$ cat src/sv/afcp_pkg.sv
// Package of the ASCII field to CAN packer: transaction types, field phase enum,
// frame layout constants and character class helpers. No dependencies.
package afcp_pkg;

	// Configuration and field widths.
	localparam int unsigned ID_W      = 11;
	localparam int unsigned DLC_W     = 4;
	localparam int unsigned BYTE_W    = 8;
	localparam int unsigned VALUE_W   = 16;
	localparam int unsigned ACC_W     = 17;
	localparam int unsigned PAYLOAD_W = 64;
	localparam int unsigned PACK_W    = 48;

	// Frame layout.
	localparam int unsigned MAX_FIELDS     = 32;
	localparam int unsigned MAX_FRAME      = 1024;
	localparam int unsigned HEADER_LEN     = 12;
	localparam int unsigned MAGIC_LEN      = 3;
	localparam int unsigned FIELD_CHARS    = 5;
	localparam int unsigned VALUES_PER_CAN = 4;
	localparam int unsigned FULL_DLC       = 8;

	localparam int unsigned POS_W   = $clog2(MAX_FRAME + 1);
	localparam int unsigned FCNT_W  = $clog2(MAX_FIELDS + 1);
	localparam int unsigned CHAR_W  = $clog2(FIELD_CHARS);
	localparam int unsigned VIP_W   = $clog2(VALUES_PER_CAN);

	localparam logic [ID_W-1:0] BASE_ID_RESET = ID_W'(11'h0BC);

	// Header magic characters.
	localparam logic [BYTE_W-1:0] MAGIC_0 = 8'h41;
	localparam logic [BYTE_W-1:0] MAGIC_1 = 8'h72;
	localparam logic [BYTE_W-1:0] MAGIC_2 = 8'h64;

	localparam logic [BYTE_W-1:0] CHAR_PLUS  = 8'h2B;
	localparam logic [BYTE_W-1:0] CHAR_MINUS = 8'h2D;
	localparam logic [BYTE_W-1:0] CHAR_ZERO  = 8'h30;
	localparam logic [BYTE_W-1:0] CHAR_NINE  = 8'h39;
	localparam logic [BYTE_W-1:0] CHAR_SPACE = 8'h20;
	localparam logic [BYTE_W-1:0] CHAR_TAB   = 8'h09;
	localparam logic [BYTE_W-1:0] CHAR_CR    = 8'h0D;

	// Progress through one decimal field.
	typedef enum logic [1:0] {
		PHASE_SKIP   = 2'd0,
		PHASE_DIGITS = 2'd1,
		PHASE_DONE   = 2'd2
	} field_phase_t;

	// One received serial byte.
	typedef struct packed {
		logic [BYTE_W-1:0] rx_byte;
		logic              frame_end;
	} in_item_t;

	// One CAN data frame.
	typedef struct packed {
		logic [ID_W-1:0]      can_id;
		logic [DLC_W-1:0]     dlc;
		logic [PAYLOAD_W-1:0] payload;
	} out_item_t;

	function automatic logic is_space(input logic [BYTE_W-1:0] c);
		return (c == CHAR_SPACE) || ((c >= CHAR_TAB) && (c <= CHAR_CR));
	endfunction

	function automatic logic is_digit(input logic [BYTE_W-1:0] c);
		return (c >= CHAR_ZERO) && (c <= CHAR_NINE);
	endfunction

	function automatic logic [BYTE_W-1:0] magic_char(input logic [1:0] p);
		logic [BYTE_W-1:0] c;
		case (p)
			2'd0: c = MAGIC_0;
			2'd1: c = MAGIC_1;
			default: c = MAGIC_2;
		endcase
		return c;
	endfunction

endpackage

$ cat src/sv/ascii_field_to_can_packer_top.sv
// Top level of the ASCII field to CAN packer: input register, frame logic and
// output register. Depends on afcp_pkg and afcp_core.
//
// Usage:
// Serial bytes of a frame enter on in_valid/in_ready/in_item, one per
// transaction, with frame_end set on the last byte. Frames that open with
// "Ard" are parsed from byte 12 on as 5-character decimal fields; every four
// values leave as one CAN frame on out_valid/out_ready/out_item (DLC 8), and
// a remainder leaves at frame end with DLC twice its count.
// base_id is written over cfg_valid/cfg_ready/cfg_data (cfg_ready is registered
// and rises out of reset) and takes effect from the next serial frame.
// Path: each byte passes from the input register through the frame logic into
// the output register, which raises out_valid. Throughput: one byte per cycle
// while the receiver does not stall, set by the per-byte step between the two.
// While the receiver stalls, the result holds in the output register and one
// further byte is taken into the input register; in_ready then drops until
// the result is taken.
// Reset clears both registers and the frame state, and base_id returns to
// 0xBC. There is no clearing pass after reset.
module ascii_field_to_can_packer_top (
	input  logic                          clk,
	input  logic                          arst_n,
	input  logic                          in_valid,
	output logic                          in_ready,
	input  afcp_pkg::in_item_t            in_item,
	output logic                          out_valid,
	input  logic                          out_ready,
	output afcp_pkg::out_item_t           out_item,
	input  logic                          cfg_valid,
	output logic                          cfg_ready,
	input  logic [afcp_pkg::ID_W-1:0]     cfg_data
);

	logic                       base_id_q;
	logic [afcp_pkg::ID_W-1:0]  base_q;
	logic                       valid_s1;
	afcp_pkg::in_item_t         item_s1;
	logic                       advance;
	logic                       emit;
	afcp_pkg::out_item_t        result;
	logic                       out_valid_q;
	afcp_pkg::out_item_t        out_q;

	assign cfg_ready = base_id_q;
	assign advance   = valid_s1 && (!out_valid_q || out_ready);
	assign in_ready  = !valid_s1 || advance;
	assign out_valid = out_valid_q;
	assign out_item  = out_q;

	// Configuration register; the port's ready is registered and stays high once out of reset.
	always_ff @(posedge clk or negedge arst_n) begin
		if (!arst_n) begin
			base_id_q <= 1'b0;
			base_q    <= afcp_pkg::BASE_ID_RESET;
		end else begin
			base_id_q <= 1'b1;
			if (cfg_valid && base_id_q) begin
				base_q <= cfg_data;
			end
		end
	end

	// Input register.
	always_ff @(posedge clk or negedge arst_n) begin
		if (!arst_n) begin
			valid_s1 <= 1'b0;
		end else if (in_valid && in_ready) begin
			valid_s1 <= 1'b1;
		end else if (advance) begin
			valid_s1 <= 1'b0;
		end
	end

	always_ff @(posedge clk) begin
		if (in_valid && in_ready) begin
			item_s1 <= in_item;
		end
	end

	afcp_core u_core (
		.clk     (clk),
		.arst_n  (arst_n),
		.base_id (base_q),
		.advance (advance),
		.item    (item_s1),
		.emit    (emit),
		.result  (result)
	);

	// Output register.
	always_ff @(posedge clk or negedge arst_n) begin
		if (!arst_n) begin
			out_valid_q <= 1'b0;
		end else if (advance) begin
			out_valid_q <= emit;
		end else if (out_ready) begin
			out_valid_q <= 1'b0;
		end
	end

	always_ff @(posedge clk) begin
		if (advance && emit) begin
			out_q <= result;
		end
	end

endmodule

$ cat src/sv/afcp_core.sv
// Frame state and per-byte logic of the ASCII field to CAN packer: header check,
// decimal field parsing and grouping into CAN frames. Depends on afcp_pkg.
module afcp_core (
	input  logic                          clk,
	input  logic                          arst_n,
	input  logic [afcp_pkg::ID_W-1:0]     base_id,
	input  logic                          advance,
	input  afcp_pkg::in_item_t            item,
	output logic                          emit,
	output afcp_pkg::out_item_t           result
);

	logic [afcp_pkg::POS_W-1:0]   pos_q, pos_d;
	logic                         hdr_q, hdr_d;
	logic [afcp_pkg::CHAR_W-1:0]  cif_q, cif_d;
	afcp_pkg::field_phase_t       phase_q, phase_d;
	logic                         neg_q, neg_d;
	logic [afcp_pkg::ACC_W-1:0]   acc_q, acc_d;
	logic [afcp_pkg::PACK_W-1:0]  pack_q, pack_d;
	logic [afcp_pkg::VIP_W-1:0]   vip_q, vip_d;
	logic [afcp_pkg::FCNT_W-1:0]  fcnt_q, fcnt_d;
	logic [afcp_pkg::ID_W-1:0]    nid_q, nid_d, id_cur;

	logic [afcp_pkg::BYTE_W-1:0]  b;
	logic [afcp_pkg::ACC_W-1:0]   digit;
	logic [afcp_pkg::VALUE_W-1:0] v;

	assign b     = item.rx_byte;
	assign digit = afcp_pkg::ACC_W'(b - afcp_pkg::CHAR_ZERO);

	// Next frame state and the result, if any, for the byte in hand.
	always_comb begin
		pos_d   = pos_q;
		hdr_d   = hdr_q;
		cif_d   = cif_q;
		phase_d = phase_q;
		neg_d   = neg_q;
		acc_d   = acc_q;
		pack_d  = pack_q;
		vip_d   = vip_q;
		fcnt_d  = fcnt_q;
		emit    = 1'b0;
		result  = '0;
		v       = '0;
		id_cur  = (pos_q == '0) ? base_id : nid_q;

		if (pos_q < afcp_pkg::POS_W'(afcp_pkg::MAX_FRAME)) begin
			if (pos_q < afcp_pkg::POS_W'(afcp_pkg::MAGIC_LEN)) begin
				if (b != afcp_pkg::magic_char(pos_q[1:0])) begin
					hdr_d = 1'b0;
				end
			end else if (pos_q >= afcp_pkg::POS_W'(afcp_pkg::HEADER_LEN) && hdr_q) begin
				// Character step of the decimal reader.
				case (phase_q)
					afcp_pkg::PHASE_SKIP: begin
						if (!afcp_pkg::is_space(b)) begin
							if (b == afcp_pkg::CHAR_PLUS || b == afcp_pkg::CHAR_MINUS) begin
								neg_d   = (b == afcp_pkg::CHAR_MINUS);
								phase_d = afcp_pkg::PHASE_DIGITS;
							end else if (afcp_pkg::is_digit(b)) begin
								acc_d   = digit;
								phase_d = afcp_pkg::PHASE_DIGITS;
							end else begin
								phase_d = afcp_pkg::PHASE_DONE;
							end
						end
					end
					afcp_pkg::PHASE_DIGITS: begin
						if (afcp_pkg::is_digit(b)) begin
							acc_d = (acc_q << 3) + (acc_q << 1) + digit;
						end else begin
							phase_d = afcp_pkg::PHASE_DONE;
						end
					end
					default: begin
					end
				endcase

				// Field complete: store its value or send a full group, unless the field limit is reached.
				if (cif_q >= afcp_pkg::CHAR_W'(afcp_pkg::FIELD_CHARS - 1)) begin
					if (fcnt_q < afcp_pkg::FCNT_W'(afcp_pkg::MAX_FIELDS)) begin
						v      = neg_d ? afcp_pkg::VALUE_W'(-acc_d) : acc_d[afcp_pkg::VALUE_W-1:0];
						fcnt_d = fcnt_q + 1'b1;
						if (vip_q == afcp_pkg::VIP_W'(afcp_pkg::VALUES_PER_CAN - 1)) begin
							emit           = 1'b1;
							result.can_id  = id_cur;
							result.dlc     = afcp_pkg::DLC_W'(afcp_pkg::FULL_DLC);
							result.payload = {v, pack_q};
							pack_d         = '0;
							vip_d          = '0;
						end else begin
							case (vip_q)
								2'd0: pack_d[15:0]  = v;
								2'd1: pack_d[31:16] = v;
								default: pack_d[47:32] = v;
							endcase
							vip_d = vip_q + 1'b1;
						end
					end
					cif_d   = '0;
					phase_d = afcp_pkg::PHASE_SKIP;
					neg_d   = 1'b0;
					acc_d   = '0;
				end else begin
					cif_d = cif_q + 1'b1;
				end
			end
			pos_d = pos_q + 1'b1;
		end

		// End of frame: flush the remainder and start afresh.
		if (item.frame_end) begin
			if (hdr_d && vip_d != '0 && !emit) begin
				emit           = 1'b1;
				result.can_id  = id_cur;
				result.dlc     = afcp_pkg::DLC_W'({vip_d, 1'b0});
				result.payload = {16'h0000, pack_d};
			end
			pos_d   = '0;
			hdr_d   = 1'b1;
			cif_d   = '0;
			phase_d = afcp_pkg::PHASE_SKIP;
			neg_d   = 1'b0;
			acc_d   = '0;
			pack_d  = '0;
			vip_d   = '0;
			fcnt_d  = '0;
			nid_d   = base_id;
		end else begin
			nid_d = emit ? id_cur + 1'b1 : id_cur;
		end
	end

	// Frame state registers, updated once per processed byte.
	always_ff @(posedge clk or negedge arst_n) begin
		if (!arst_n) begin
			pos_q   <= '0;
			hdr_q   <= 1'b1;
			cif_q   <= '0;
			phase_q <= afcp_pkg::PHASE_SKIP;
			neg_q   <= 1'b0;
			acc_q   <= '0;
			pack_q  <= '0;
			vip_q   <= '0;
			fcnt_q  <= '0;
			nid_q   <= afcp_pkg::BASE_ID_RESET;
		end else if (advance) begin
			pos_q   <= pos_d;
			hdr_q   <= hdr_d;
			cif_q   <= cif_d;
			phase_q <= phase_d;
			neg_q   <= neg_d;
			acc_q   <= acc_d;
			pack_q  <= pack_d;
			vip_q   <= vip_d;
			fcnt_q  <= fcnt_d;
			nid_q   <= nid_d;
		end
	end

endmodule

$ cat config.mk
export PLATFORM = sky130hd
export DESIGN_NAME = ascii_field_to_can_packer_top
export DESIGN_NICKNAME = d
export VERILOG_FILES = /design/src/sv/afcp_pkg.sv /design/src/sv/ascii_field_to_can_packer_top.sv /design/src/sv/afcp_core.sv
export SDC_FILE = /design/constraint.sdc
export NUM_CORES = 1
export LEC_CHECK = 0
export BUFFER_PORTS_ARGS = -buffer_cell sky130_fd_sc_hd__buf_2
export CORE_ASPECT_RATIO = 0.6
export CORE_MARGIN = 1
export CORE_UTILIZATION = 55
export DETAILED_ROUTE_END_ITERATION = 7
export GPL_ROUTABILITY_DRIVEN = 1
export PLACE_DENSITY = 0.75
export SLEW_MARGIN = 20
export SYNTH_ARGS = -nofsm -noshare
export SYNTH_HDL_FRONTEND = slang
export SYNTH_SLANG_ARGS = --single-unit
$ cat constraint.sdc
create_clock -name clk -period 14 [get_ports clk]
set_input_delay 2.8 -clock clk [delete_from_list [all_inputs] [get_ports clk]]
set_output_delay 2.8 -clock clk [all_outputs]
set_load 0.005 [all_outputs]
Word-level counts from Yosys, hierarchy flattened
Cells that the tools add are included.
{"block": "totals", "word_cells": 176, "out_inout_bits": 82, "in_bits": 25, "ff_bits": 204}
{"block": "classes", "n_eq_ne": 11, "mux": 95, "n_lt_le_gt_ge": 9, "n_reduce_logical": 33, "add_sub_neg": 9}
{"operator": "two-way mux 79 bit", "count": 8}
{"operator": "two-way mux 48 bit", "count": 7}
{"operator": "two-way mux 17 bit", "count": 12}
{"operator": "two-way mux 16 bit", "count": 4}
{"operator": "two-way mux 11 bit", "count": 5}
{"operator": "two-way mux 6 bit", "count": 6}
{"operator": "adder 17 bit", "count": 2}
{"operator": "case mux 17 bit (2 select lines)", "count": 1}
{"operator": "two-way mux 2 bit", "count": 16}
{"operator": "two-way mux 1 bit", "count": 27}
{"operator": "== test 8 x 6 -> 1 bit, second input constant", "count": 3}
{"operator": "adder 11 x 1 -> 11 bit, second input constant", "count": 2}
{"operator": "two-way mux 8 bit", "count": 2}
{"operator": "negator 16 bit", "count": 1}
{"operator": "two-way mux 3 bit", "count": 5}
{"operator": "nonzero test 2 bit", "count": 7}
{"operator": "case mux 6 bit (2 select lines)", "count": 1}
{"operator": "greater-or-equal comparator 11 x 4 -> 1 bit, second input constant", "count": 1}
{"operator": "zero test 11 bit", "count": 1}
{"operator": "< comparator 11 bit, second input constant", "count": 1}
{"operator": "< comparator 11 x 2 -> 1 bit, second input constant", "count": 1}
{"operator": "logical AND 1 bit", "count": 9}
{"operator": "subtractor 8 x 6 -> 9 bit, second input constant", "count": 1}
{"operator": "greater-or-equal comparator 8 x 4 -> 1 bit, second input constant", "count": 1}
{"operator": "other kinds (23)", "count": 33}

Longest topological paths before layout
{"block": "logic_depth", "word_depth": 20, "ltp_mapped": 16, "ltp_nobuf": 16}

Cells and area by module
Synthesis repeated with hierarchy kept, for this count alone.
{"block": "hier_totals", "hier_cells": 1066, "area_unflattened_um2": 10906.7}
{"module": "afcp_core", "n_inst": 1, "area_per_inst_um2": 7678.6, "seq_area_each_um2": 2534.9, "cells_per_inst": 942}
{"module": "ascii_field_to_can_packer_top", "n_inst": 1, "area_per_inst_um2": 3228.1, "seq_area_each_um2": 2999.1, "cells_per_inst": 124}

Worst setup path before layout
No wires, ideal clock.
{"block": "synth_timing", "kind": "input to register", "start": "input port out_ready", "end": "register out_q, in the netlist out_item[0], enable pin", "n_path_buf": 1, "setup_slack_ns": 6.907, "setup_time_ns": 0.515, "path_stages": 4, "required_ns": 13.485, "arrival_time_ns": 6.578, "path_cell_list": "nand2b_1 > nand2_1 > clkbuf_1 > nor2_1"}
{"block": "synth_via", "elab_chain_cells": 3}
{"item": "start, declared", "line_no": "ascii_field_to_can_packer_top.sv:27", "text": "input logic out_ready,"}
{"item": "logical OR 1 bit", "line_no": "ascii_field_to_can_packer_top.sv:45", "text": "assign advance = valid_s1 && (!out_valid_q || out_ready);"}
{"item": "logical AND 1 bit", "line_no": "ascii_field_to_can_packer_top.sv:45"}
{"item": "logical AND 1 bit", "line_no": "ascii_field_to_can_packer_top.sv:102", "text": "if (advance && emit) begin"}
{"item": "end signal, assigned", "line_no": "ascii_field_to_can_packer_top.sv:103", "text": "out_q <= result;"}
{"item": "end, declared", "line_no": "ascii_field_to_can_packer_top.sv:42", "text": "afcp_pkg::out_item_t out_q;"}
Every way passes these cells.
A chain may end at the register's enable or synchronous reset.

Worst setup path after layout
{"block": "layout_timing", "start": "input port out_ready", "end": "output port in_ready"}
{"block": "layout_via", "elab_chain_cells": 3}
{"item": "logical OR 1 bit", "line_no": "ascii_field_to_can_packer_top.sv:45"}
{"item": "logical AND 1 bit", "line_no": "ascii_field_to_can_packer_top.sv:45"}
{"item": "logical OR 1 bit", "line_no": "ascii_field_to_can_packer_top.sv:46", "text": "assign in_ready = !valid_s1 || advance;"}
{"item": "end, declared", "line_no": "ascii_field_to_can_packer_top.sv:24", "text": "output logic in_ready,"}
Every way passes these cells.

==> results.md <==
- PwrDens: around 110 nW/um^2
- Fin nets: between 1000 and 1500
- Hold/Removal Path Class: reg -> reg
- Fin. Hold Viols: 0
- Worst r2r src: item_s1[5]
- Met3 usage in global routing: ~6.6%
- Met2 Track Usage GR: a little under two fifths
- Least-Margin Pin Slew: 1.11 ns
- Clk_skew: 0.0155 ns
- Mux share of post-synthesis cell area: ~2.2%
- Area fraction in compound gates after synthesis: about 20%
- Average routed wire per standard cell: 19.5 um
- Routed vias: around 9200
- Vias in the first global route: approximately 8300
- TritonCTS clock tree: done
- Area delta synth->final: 13.8%
- Leakage power: ~5.5 nW
- Layer carrying the most global-route usage: met1
- Min-delay src: u_core.pack_q[29]
- Adder-Cell Fraction of Synth Area: approximately 5.9%
- Initial antenna violation count: 0
- Dpl hpwl: between 20000 and 25000 um
- Die width: 184 um
- First drt pass iteration count: 6
- Post-Synth Simple-Gate Area: between 10 and 15%
- FF-to-FF End: out_item[11]
- Maximum clock frequency: between 0.15 and 0.2 GHz
- Final antenna-violating net count: 0
- Setup TNS: 0 ns
- Core area: 19300 um^2
- Clk_lat worst skew: ~0.50 ns
- Ports: roughly 110
- Hold_buf cts: 0
- Pin count of the biggest net entering global routing: ~60
- Post-DP Area: around 12000 um^2
- Root buf cell: clkbuf_16
- Sequential fraction of the synthesis area: between 50% and 60%
- CP max FO: 3
- CTS Buf Count: 21
- N_diodes: 0
- EDFF count, synth: 87
- Ys Warns: 0
- CP Class: in -> out
- Relative slew margins: 25.6%
- Clock Sinks: about 200
- Hold Path Stages: 2
- Reg clk slew, reported paths: 0.06 ns
- RSZ-0062 raised after global routing: no
- Syn_nets: 1165
- Endpoint of the worst hold path: u_core.pack_q[29]
- Met1 usage in global routing: a little under half
- Die Footprint: slightly above 20000 um^2
- Total power: ~1.4 mW
- Die Ht: between 100 and 150 um
- Startpoint Class: input port
- Post-synthesis cell area: between 10000 and 15000 um^2
- Final setup violation count: 0
- Inst Count DP: about 1400
- Post-Synth XOR/XNOR Area: between 3 and 4%
- Clk buf depth: 3
- Layout Utilization: 64.8%
- Final period util: 43.0%
- Largest family of logic cells by synthesized area: compound AO/OA/AOI/OAI gates
- Non-filler cells, final: between 1000 and 1500
- Mapped Cells: 1096
- Syn avg cell area: between 10 and 15 um^2
- Crit path required time: around 11 ns
- GP Congestion: between 0.9 and 1
- DRC Markers: 0
- Port Buffer Count: ~110
- H-tree depth: 1
- Max_cap viols: 0
- CP arrival: approximately 3.2 ns
- Cells on worst reg2reg path: 15
- Async SR Flop Fraction: 56.9%
- Status: finished clean
- Top_reg_cell synth: dfrtp_1
- GRT Residual Overflow: 0
- Fin. max-slew vios: 0
- First-pass GRT wire length: around 45000 um
- FP Rows: 39
- Worst vdd ir: 0.0000897 V
- Reg2Reg Setup Slack: around 8.7 ns
- Tmin final: 6.03 ns
- Synth Register Bits: around 200
- Cts repair resizes: 0
- Final Cell Area: approximately 12000 um^2
- Synth unique cells: between 80 and 90
- Starting Density: 56.9%
- DR iter-0 viols: 1082
- Post-CTS Setup Bufs: 0
- CP endpoint kind: primary output
- GRT Total Usage: between 20 and 30%
- WL final: 28800 um
- Layout cells sized above 1: between 10% and 20%
- Via-to-Cell Ratio: between 6 and 7
[sequential cells by signal, summed over array words and instances (netlist names)]
register and cells:
u_core.phase_q 2, u_core.fcnt_q 6, u_core.acc_q 16, cfg_ready 1
base_q 11, u_core.nid_q 11, u_core.cif_q 3, out_item 78
u_core.vip_q 2, u_core.pos_q 11, u_core.neg_q 1, item_s1 9
u_core.pack_q 48, out_valid 1, u_core.hdr_q 1, valid_s1 1
[cells in the mapped netlist, types with 16 or more instances]
library cell	instances	share of area (%)
xor2_1	17	1.4
dfrtp_1	104	24
a21oi_1	73	3.3
a22o_1	24	1.9
ha_1	31	3.5
xnor2_1	20	1.6
edfxtp_1	87	24
o21ai_0	127	5.8
nor2_1	87	3.0
clkbuf_1	42	1.4
nand2_1	147	5.0
nand3_1	28	1.3
nor3_1	16	0.73
inv_1	41	1.4
and3_1	19	1.1
[kinds of logic after synthesis]
group	after synthesis
AOI/OAI and AO/OA	341
xor gates and xnor gates	38
adders and majority gates	44
buffers and inverters	90
DFF	202
muxes	23
other	2
and+or+nand+nor	356
[stage by stage]
| step | setup WS (ns) | hold slack, ns |
|---|---|---|
| floorplan | 6.91 | 0.449 |
| detailed placement | 7.98 | 0.470 |
| finish | 7.97 | 0.482 |
| global placement | 7.99 | 0.461 |
| CTS | 7.97 | 0.484 |
| global route | 7.94 | 0.513 |
[cell usage in the layout, fill, tap and decap left out, types with 6 or more instances in the layout]
| cell type | instances |
|---|---|
| mux2_2 | 11 |
| o31ai_1 | 10 |
| edfxtp_1 | 87 |
| a21oi_1 | 73 |
| fa_1 | 13 |
| o21ai_1 | 9 |
| mux2i_1 | 12 |
| dfrtp_1 | 104 |
| a22o_1 | 24 |
| nor2b_1 | 6 |
| a211oi_1 | 11 |
| or3_1 | 6 |
| ha_1 | 31 |
| and3_1 | 19 |
| a221o_1 | 6 |
| nand2_1 | 147 |
| clkbuf_16 | 22 |
| buf_2 | 104 |
| xnor2_1 | 20 |
| nand3_1 | 28 |
| xor2_1 | 17 |
| a31oi_1 | 10 |
| dfstp_2 | 11 |
| inv_1 | 41 |
| nor3_1 | 16 |
| a21o_1 | 10 |
| nor2_1 | 86 |
| buf_4 | 15 |
| and2_1 | 12 |
| o21ai_0 | 125 |
[how the worst max path moves through the flow]
stage / start / endpoint
after global placement: out_ready / in_ready
after CTS: out_ready / in_ready
after detailed placement: out_ready / in_ready
final: out_ready / in_ready
after floorplan: out_ready / out_item[0]
after global routing: out_ready / in_ready
[layer usage]
metal  wire length [um]  vias up
li1                   -     4183
met2              11300      521
met4                558        0
met5                  0        -
met3               3090       45
met1              13800     4449
[cell type report]
type	instances	area, um^2
Fill cell	1553	6790
Sequential cell	202	5500
Timing Repair Buffer	119	633
Multi-Input combinational cell	804	5120
Inverter	42	158
Clock inverter	11	133
Tap cell	266	333
Clock buffer	27	599
[report_power, final]
group	internal, mW	switching, mW
logic	0.0467	0.0846
clock network	0.358	0.233
registers	0.638	0.0221
[worst max-delay path: stages]
cell	delay [ns]
buf_2	0.10
nand3b_1	0.18
buf_2	0.15
Note: power is estimated with default switching activity, not from simulation.
